===== config.mk =====
export PLATFORM = sky130hd
export DESIGN_NAME = priority_load_shedder_core
export DESIGN_NICKNAME = d
export VERILOG_FILES = /design/src/sv/pls_pkg.sv /design/src/sv/priority_load_shedder_core.sv /design/src/sv/pls_cell.sv /design/src/sv/pls_eval.sv
export SDC_FILE = /design/constraint.sdc
export NUM_CORES = 2
export LEC_CHECK = 0
export BUFFER_PORTS_ARGS = -buffer_cell sky130_fd_sc_hd__buf_4
export CORE_MARGIN = 1
export CORE_UTILIZATION = 50
export CTS_BUF_LIST = sky130_fd_sc_hd__clkbuf_8
export DETAILED_ROUTE_END_ITERATION = 16
export PLACE_DENSITY_LB_ADDON = 0.08
export SLEW_MARGIN = 20
export SYNTH_ARGS = -nofsm -noshare
export SYNTH_HDL_FRONTEND = slang
export SYNTH_HIERARCHICAL = 1
export SYNTH_SLANG_ARGS = --single-unit

===== constraint.sdc =====
create_clock -name clk -period 9 [get_ports clk]
set_input_delay 1.35 -clock clk [delete_from_list [all_inputs] [get_ports clk]]
set_output_delay 1.35 -clock clk [all_outputs]
set_load 0.02 [all_outputs]

===== src/sv/pls_pkg.sv =====
// shared types and constants for the priority load shedder
package pls_pkg;

    localparam int TAG_W  = 16;
    localparam int PWR_W  = 16;
    localparam int PRIO_W = 8;
    localparam int CAP_W  = 24;
    localparam int USED_W = 21;

    // register index of the supply capacity
    localparam logic CAP_INDEX = 1'b0;

    typedef struct packed {
        logic [TAG_W-1:0]  tag;
        logic [PWR_W-1:0]  power;
        logic [PRIO_W-1:0] prio;
    } entry_t;

    typedef struct packed {
        logic [TAG_W-1:0]  load_tag;
        logic [PWR_W-1:0]  load_power;
        logic [PRIO_W-1:0] load_priority;
        logic              final_load;
    } load_req_t;

    typedef struct packed {
        logic [TAG_W-1:0]  result_tag;
        logic              is_served;
        logic [USED_W-1:0] used_total;
        logic              last_result;
        logic              set_overflow;
    } result_t;

    typedef struct packed {
        logic insert;
        logic shift;
    } cell_ctl_t;

    typedef enum logic {
        ST_LOAD,
        ST_EVAL
    } state_t;

endpackage


===== src/sv/priority_load_shedder_core.sv =====
// top level of the priority load shedder: cell chain, control and register port
//
//   channel   direction  handshake                    payload
//   load      in         load_valid / load_stall      load_req_t
//   result    out        result_valid / result_stall  result_t
//   apb       in/out     psel penable pwrite pready   paddr pwdata prdata
//
// a load is sorted into the cell chain as it arrives (dropped, with overflow
// set, if the chain is full); after the final load, evaluation walks the chain,
// shifting its head into the single capacity adder; load_stall is high meanwhile
// result_stall freezes the result register and the walk, no result is lost
// reset empties the set at once, with no clearing pass; capacity resets to zero
module priority_load_shedder_core #(
    parameter int MAX_LOADS = 32
) (
    input  logic               clk,
    input  logic               rst_n,
    input  logic               load_valid,
    output logic               load_stall,
    input  pls_pkg::load_req_t load,
    output logic               result_valid,
    input  logic               result_stall,
    output pls_pkg::result_t   result,
    input  logic               psel,
    input  logic               penable,
    input  logic               pwrite,
    input  logic [2:0]         paddr,
    input  logic [31:0]        pwdata,
    output logic [31:0]        prdata,
    output logic               pready
);

    localparam int CNT_W = $clog2(MAX_LOADS + 1);

    pls_pkg::state_t            state_reg;
    pls_pkg::state_t            state_next;
    logic [CNT_W-1:0]           count_reg;
    logic [CNT_W-1:0]           count_next;
    logic                       overflow_reg;
    logic                       overflow_next;
    logic [pls_pkg::CAP_W-1:0]  cap_reg;
    logic [pls_pkg::CAP_W-1:0]  cap_next;

    logic                       accept;
    logic                       full;
    logic                       step;
    logic                       last;
    pls_pkg::cell_ctl_t         ctl;
    pls_pkg::entry_t            new_entry;
    pls_pkg::entry_t            cells   [MAX_LOADS];
    logic                       conds   [MAX_LOADS];
    logic                       cfg_wr;

    assign accept = load_valid && !load_stall;
    assign full   = count_reg == CNT_W'(MAX_LOADS);
    assign last   = count_reg == CNT_W'(1);

    assign new_entry.tag   = load.load_tag;
    assign new_entry.power = load.load_power;
    assign new_entry.prio  = load.load_priority;

    // next state
    always_comb
    begin
        state_next = state_reg;
        unique case (state_reg)
            pls_pkg::ST_LOAD:
            begin
                if (accept && load.final_load)
                begin
                    state_next = pls_pkg::ST_EVAL;
                end
            end
            pls_pkg::ST_EVAL:
            begin
                if (step && last)
                begin
                    state_next = pls_pkg::ST_LOAD;
                end
            end
            default: state_next = pls_pkg::ST_LOAD;
        endcase
    end

    // outputs of the control
    always_comb
    begin
        load_stall = 1'b0;
        step       = 1'b0;
        ctl.insert = 1'b0;
        ctl.shift  = 1'b0;
        unique case (state_reg)
            pls_pkg::ST_LOAD:
            begin
                // loads are never stalled while collecting
                ctl.insert = load_valid && !full;
            end
            pls_pkg::ST_EVAL:
            begin
                load_stall = 1'b1;
                step       = !result_valid || !result_stall;
                ctl.shift  = step;
            end
            default: load_stall = 1'b0;
        endcase
    end

    always_comb
    begin
        count_next    = count_reg;
        overflow_next = overflow_reg;
        if (ctl.insert)
        begin
            count_next = count_reg + CNT_W'(1);
        end
        else if (accept && full)
        begin
            overflow_next = 1'b1;
        end
        if (step)
        begin
            count_next = count_reg - CNT_W'(1);
            if (last)
            begin
                overflow_next = 1'b0;
            end
        end
    end

    // register port
    assign cfg_wr   = psel && penable && pwrite && pready && (paddr[2] == pls_pkg::CAP_INDEX);
    assign cap_next = cfg_wr ? pwdata[pls_pkg::CAP_W-1:0] : cap_reg;
    assign pready   = 1'b1;
    assign prdata   = (paddr[2] == pls_pkg::CAP_INDEX) ?
                      {{(32 - pls_pkg::CAP_W){1'b0}}, cap_reg} : 32'd0;

    always_ff @(posedge clk or negedge rst_n)
    begin
        if (!rst_n)
        begin
            state_reg    <= pls_pkg::ST_LOAD;
            count_reg    <= '0;
            overflow_reg <= 1'b0;
            cap_reg      <= '0;
        end
        else
        begin
            state_reg    <= state_next;
            count_reg    <= count_next;
            overflow_reg <= overflow_next;
            cap_reg      <= cap_next;
        end
    end

    genvar i;
    generate
        for (i = 0; i < MAX_LOADS; i++)
        begin : g_cell
            pls_cell u_cell (
                .clk         (clk),
                .ctl         (ctl),
                .occupied    (count_reg > CNT_W'(i)),
                .new_entry   (new_entry),
                .lower_entry ((i == 0) ? new_entry : cells[(i == 0) ? 0 : i - 1]),
                .lower_cond  ((i == 0) ? 1'b0 : conds[(i == 0) ? 0 : i - 1]),
                .upper_entry (cells[(i == MAX_LOADS - 1) ? i : i + 1]),
                .entry       (cells[i]),
                .cond        (conds[i])
            );
        end
    endgenerate

    pls_eval u_eval (
        .clk          (clk),
        .rst_n        (rst_n),
        .step         (step),
        .head         (cells[0]),
        .last         (last),
        .overflow     (overflow_reg),
        .cap          (cap_reg),
        .result_stall (result_stall),
        .result       (result),
        .result_valid (result_valid)
    );

endmodule


===== src/sv/pls_cell.sv =====
// one sorting cell: holds one load, takes a new one or its lower neighbor's on insert, its upper neighbor's on shift
module pls_cell (
    input  logic               clk,
    input  pls_pkg::cell_ctl_t ctl,
    input  logic               occupied,
    input  pls_pkg::entry_t    new_entry,
    input  pls_pkg::entry_t    lower_entry,
    input  logic               lower_cond,
    input  pls_pkg::entry_t    upper_entry,
    output pls_pkg::entry_t    entry,
    output logic               cond
);

    pls_pkg::entry_t entry_reg;
    pls_pkg::entry_t entry_next;

    // strictly larger priority moves up, equal stays ahead
    assign cond  = !occupied || (entry_reg.prio > new_entry.prio);
    assign entry = entry_reg;

    always_comb
    begin
        entry_next = entry_reg;
        if (ctl.insert && cond)
        begin
            entry_next = lower_cond ? lower_entry : new_entry;
        end
        else if (ctl.shift)
        begin
            entry_next = upper_entry;
        end
    end

    always_ff @(posedge clk)
    begin
        entry_reg <= entry_next;
    end

endmodule


===== src/sv/pls_eval.sv =====
// evaluation stage: capacity check, running total and result register
module pls_eval (
    input  logic                          clk,
    input  logic                          rst_n,
    input  logic                          step,
    input  pls_pkg::entry_t               head,
    input  logic                          last,
    input  logic                          overflow,
    input  logic [pls_pkg::CAP_W-1:0]     cap,
    input  logic                          result_stall,
    output pls_pkg::result_t              result,
    output logic                          result_valid
);

    logic [pls_pkg::USED_W-1:0] used_reg;
    logic [pls_pkg::USED_W-1:0] used_next;
    logic                       valid_reg;
    logic                       valid_next;
    pls_pkg::result_t           result_reg;
    pls_pkg::result_t           result_next;
    logic [pls_pkg::USED_W:0]   sum;
    logic                       fits;

    assign sum  = {1'b0, used_reg} + {{(pls_pkg::USED_W + 1 - pls_pkg::PWR_W){1'b0}}, head.power};
    assign fits = {{(pls_pkg::CAP_W - pls_pkg::USED_W - 1){1'b0}}, sum} <= cap;

    always_comb
    begin
        used_next   = used_reg;
        valid_next  = valid_reg && result_stall;
        result_next = result_reg;
        if (step)
        begin
            valid_next = 1'b1;
            result_next.result_tag   = head.tag;
            result_next.is_served    = fits;
            result_next.used_total   = fits ? sum[pls_pkg::USED_W-1:0] : used_reg;
            result_next.last_result  = last;
            result_next.set_overflow = overflow;
            if (last)
            begin
                used_next = '0;
            end
            else if (fits)
            begin
                used_next = sum[pls_pkg::USED_W-1:0];
            end
        end
    end

    always_ff @(posedge clk or negedge rst_n)
    begin
        if (!rst_n)
        begin
            used_reg  <= '0;
            valid_reg <= 1'b0;
        end
        else
        begin
            used_reg  <= used_next;
            valid_reg <= valid_next;
        end
    end

    always_ff @(posedge clk)
    begin
        result_reg <= result_next;
    end

    assign result       = result_reg;
    assign result_valid = valid_reg;

endmodule


* Yosys cells after proc, flatten, opt, wreduce, memory -nomap -nowiden
Index checks and enable logic that the tools add are counted.
** Operators by class
- Add/sub/neg operators :: 3
- $lt $le $gt $ge :: 65
- Equality and inequality tests :: 2
- Mux-type cells :: 109
- Bitwise logic cells :: 2
- Reduce and logical (&&, ||, !) cells :: 142
** Operator list (count)
- two-way mux 40 bit :: 93
- greater-than comparator 8 bit :: 32
- greater-than comparator 6 x 5 -> 1 bit (second input constant) :: 16
- nonzero test 2 bit :: 32
- greater-than comparator 6 x 4 -> 1 bit (second input constant) :: 8
- two-way mux 21 bit :: 2
- logical AND 1 bit :: 41
- logical NOT 1 bit :: 36
- logical OR 1 bit :: 33
- greater-than comparator 6 x 3 -> 1 bit (second input constant) :: 4
- <= comparator 22 x 24 -> 1 bit :: 1
- two-way mux 24 bit :: 1
- adder 21 x 16 -> 22 bit :: 1
- greater-than comparator 6 x 1 -> 1 bit (second input constant) :: 2
- greater-than comparator 6 x 2 -> 1 bit (second input constant) :: 2
- two-way mux 6 bit :: 2
- two-way mux 1 bit :: 10
- adder 6 x 1 -> 6 bit (second input constant) :: 1
- == test 6 x 1 -> 1 bit (second input constant) :: 1
- == test 6 bit (second input constant) :: 1
- subtractor 6 x 1 -> 6 bit (second input constant) :: 1
- inverter 1 bit :: 2
- case mux 1 bit (2 select lines) :: 1
** Word-level totals
- Flip-flop bits (word level) :: 1374
- Input bits :: 83
- Output and inout bits :: 75
- Logic and storage cells :: 430

* Longest topological paths before layout
- Depth after elaboration :: 8
- Mapped depth :: 20

* By module
The synthesis kept the hierarchy.
** By module, submodules not included
- pls_cell at g_cell[0].u_cell ... :: times used 24, cells each 169, area each 2536.2 µm²
- pls_cell at g_cell[31].u_cell ... :: times used 8, cells each 169, area each 2534.9 µm²
- pls_eval :: times used 1, cells each 382, area each 4085.2 µm²
- priority_load_shedder_core :: times used 1, cells each 200, area each 2008.2 µm²

* Worst setup path after synthesis
OpenSTA, ideal clock, no wires.
- Path type :: input-to-reg
- From :: in load_valid
- To :: reg g_cell[0].u_cell.entry_reg, in the netlist g_cell[0].u_cell/entry[0] (enable)
- Setup time :: 0.380 ns
- Arrival :: 4.453 ns
- Data required time :: 8.620 ns
- Path slack :: 4.168 ns
- Cell stages on the path :: 5
- Path buffers :: 1
- Cells stage by stage :: nand2b_1 nor2_1 o211a_4 buf_6 or2_2
** RTL lines
- start: declaration :: RTL line priority_load_shedder_core.sv:18 : input logic load_valid,
- end signal: assignment :: RTL line pls_cell.sv:36 : entry_reg <= entry_next;
- end: declaration :: RTL line pls_cell.sv:14 : pls_pkg::entry_t entry_reg;

* Worst setup path after layout
- From :: reg g_cell[0].u_cell.entry_reg, in the netlist g_cell[0].u_cell/entry[18]
- To :: reg u_eval.result_reg, in the netlist u_eval/result[11] (data pin)
** Between the ends
- Cells in the longest elaborated chain, start to end :: 3
** RTL lines
- adder 21 x 16 -> 22 bit :: RTL line pls_eval.sv:24 : assign sum = {1'b0, used_reg} + {{(pls_pkg::USED_W + 1 - pls_pkg::PWR_W){1'b0}}, head.power};
- <= comparator 22 x 24 -> 1 bit :: RTL line pls_eval.sv:25 : assign fits = {{(pls_pkg::CAP_W - pls_pkg::USED_W - 1){1'b0}}, sum} <= cap;
- two-way mux 21 bit
- end signal: assignment :: RTL line pls_eval.sv:67 : result_reg <= result_next;
- end: declaration :: RTL line pls_eval.sv:19 : pls_pkg::result_t result_reg;
No other way between the ends.
A chain may end at the register's enable or synchronous reset.

==> flow_summary.json <==
{
  "outcome": "finished, final reports clean",
  "cts.sinks": 1374,
  "criticalPathCategory": "reg -> reg",
  "final_area_mm2": 0.0940,
  "drive_gt1_frac": 0.470,
  "cts_tree": "yes",
  "io_pins": 158,
  "setup_viol": 0,
  "dpl-instance-area_mm2": 0.0895,
  "place_inst": 8199,
  "finalNetCount": 6549,
  "syn2layout_area_growth_pct": 7.80,
  "antenna_found_initial": 3,
  "initial_core_util": 0.506,
  "die_y_um": 420,
  "post_drt_wl_per_cell_um": 21.2,
  "grt_use_total": 0.208,
  "p_leak_nw": 37.1,
  "grt_pass1_vias": 51300,
  "final_cells": 8638,
  "fmax_ghz": 0.194,
  "grt_max_degree": 55,
  "min_period_ns": 5.16,
  "cts_hold_buffers": 0,
  "cts_resized": 0,
  "drv_cap": 0,
  "path_max_fanout": 24,
  "combPwrFrac": 0.494,
  "regArea_mm2": 0.0410,
  "largest_reg_flops": 1280,
  "drt-total-wl_um": 183000,
  "rows": 152,
  "cts.htree.levels": 5,
  "power_frac_seq": 0.364,
  "clkPwrFrac": 0.142,
  "cp.required_ns": 9.75,
  "cts-buffers-inserted": 274,
  "cp-end-kind": "flop",
  "die_w_um": 420,
  "core_mm2": 0.172,
  "start_kind": "flop",
  "p_sw_w": 0.0133,
  "grt_setup_unrepaired": "no",
  "first_pass_iters": 7,
  "fin_tns_setup_ns": 0,
  "hold_viol_final": 0,
  "num-fill-cells": 14200,
  "layout_common_cells": "edfxtp_1, mux2_4, mux2_2",
  "arrival_ns": 5.92,
  "layout_commonest_cell": "edfxtp_1",
  "drc": 0,
  "clock_latency_ns": 1.01,
  "synth_area_per_cell_um2": 14.6,
  "netlist_area_mm2": 0.0872,
  "p_total_w": 0.0391,
  "power_density_mw_per_mm2": 415,
  "clkTransAtPathRegs_ns": 0.06,
  "final_antenna_net_count": 0,
  "portBuffers": 138,
  "worst_pin_slew_ns": 1.11,
  "finClkSkew_ns": 0.0556,
  "dieArea_mm2": 0.176,
  "p_sw_frac": 0.341,
  "place_hpwl_um": 131000,
  "post-route-util": 0.545,
  "grt_remaining_overflow": 0,
  "cts_setup_buffers": 0,
  "final_max_slew_viol_count": 0,
  "ys_warn_count": 6,
  "drtIter0Drc": 2446,
  "avgViaCountPerCell": 5.44,
  "multiInputGateArea_mm2": 0.0426,
  "internal_power_w": 0.0258,
  "relSlewSlack": 0.261,
  "syn_inst": 5988,
  "grt_pass1_wl_um": 293000,
  "hp-class": "reg -> reg",
  "vdd_drop_max_uv": 286,
  "clockBufferDepth": 4,
  "gp_congestion": 0.822,
  "period_share": 0.574,
  "root_buffer": "clkbuf_8",
  "vias": 46900
}
-- critical path, stage by stage (launching register included) --
cell and delay [ns]:
edfxtp_1 0.44, ha_1 0.41, nand2_1 0.09, o211a_1 0.24, nor3_1 0.34, o2111ai_1 0.29
a21boi_1 0.43, and4_1 0.26, ha_1 0.25, nand3_1 0.10, nor2_1 0.05, or3_1 0.40
a221oi_1 0.29, a21boi_2 0.21, or2_1 0.34, buf_4 0.37, mux2_1 0.36
-- power groups by stage --
stage | sequential, W | combinational [W] | clock [W]
2_1_floorplan | 0.0136 | 0.0157 | 0
6_report | 0.0142 | 0.0193 | 0.00555
3_5_place_dp | 0.0144 | 0.0193 | 0
3_3_place_gp | 0.0142 | 0.0190 | 0
4_1_cts | 0.0143 | 0.0194 | 0.00579
5_1_grt | 0.0147 | 0.0209 | 0.00604
-- stage by stage --
stage	hold slack (ns)	setup WS [ns]
floorplan	0.420	4.17
global placement	0.430	3.88
detailed placement	0.436	3.86
CTS	0.390	3.87
global route	0.466	3.65
finish	0.451	3.84
-- worst paths after layout --
check                                endpoint  slack [ns]                        from  cells after the start
max in group asynchronous         cap_reg[13]        7.94                       rst_n                      1
max reg2reg                 u_eval/result[11]        3.84  g_cell[0].u_cell/entry[18]                     16
min in group asynchronous  u_eval/used_reg[4]        0.48                       rst_n                      1
min reg2reg                 u_eval/result[38]        0.45  g_cell[0].u_cell/entry[38]                      0
max                         u_eval/result[11]        3.84  g_cell[0].u_cell/entry[18]                     16
min                         u_eval/result[38]        0.45  g_cell[0].u_cell/entry[38]                      0
-- cell type report --
type,instances,area share
timing repair buffer,218,0.0175
inverter,359,0.0143
antenna,5,0.000133
multi-input combinational,3939,0.453
sequential,1374,0.436
tap,2310,0.0307
clock buffer,287,0.0420
clock inverter,146,0.00603
-- metal layers --
metal / global-route usage / wire length (um) / vias up
li1: - / - / 23000
met3: 0.0301 / 6050 / 345
met5: 0 / 13 / -
met1: 0.269 / 83700 / 22800
met2: 0.358 / 88700 / 792
met4: 0.0661 / 4730 / 2
Power figures use the tool's default switching activity.
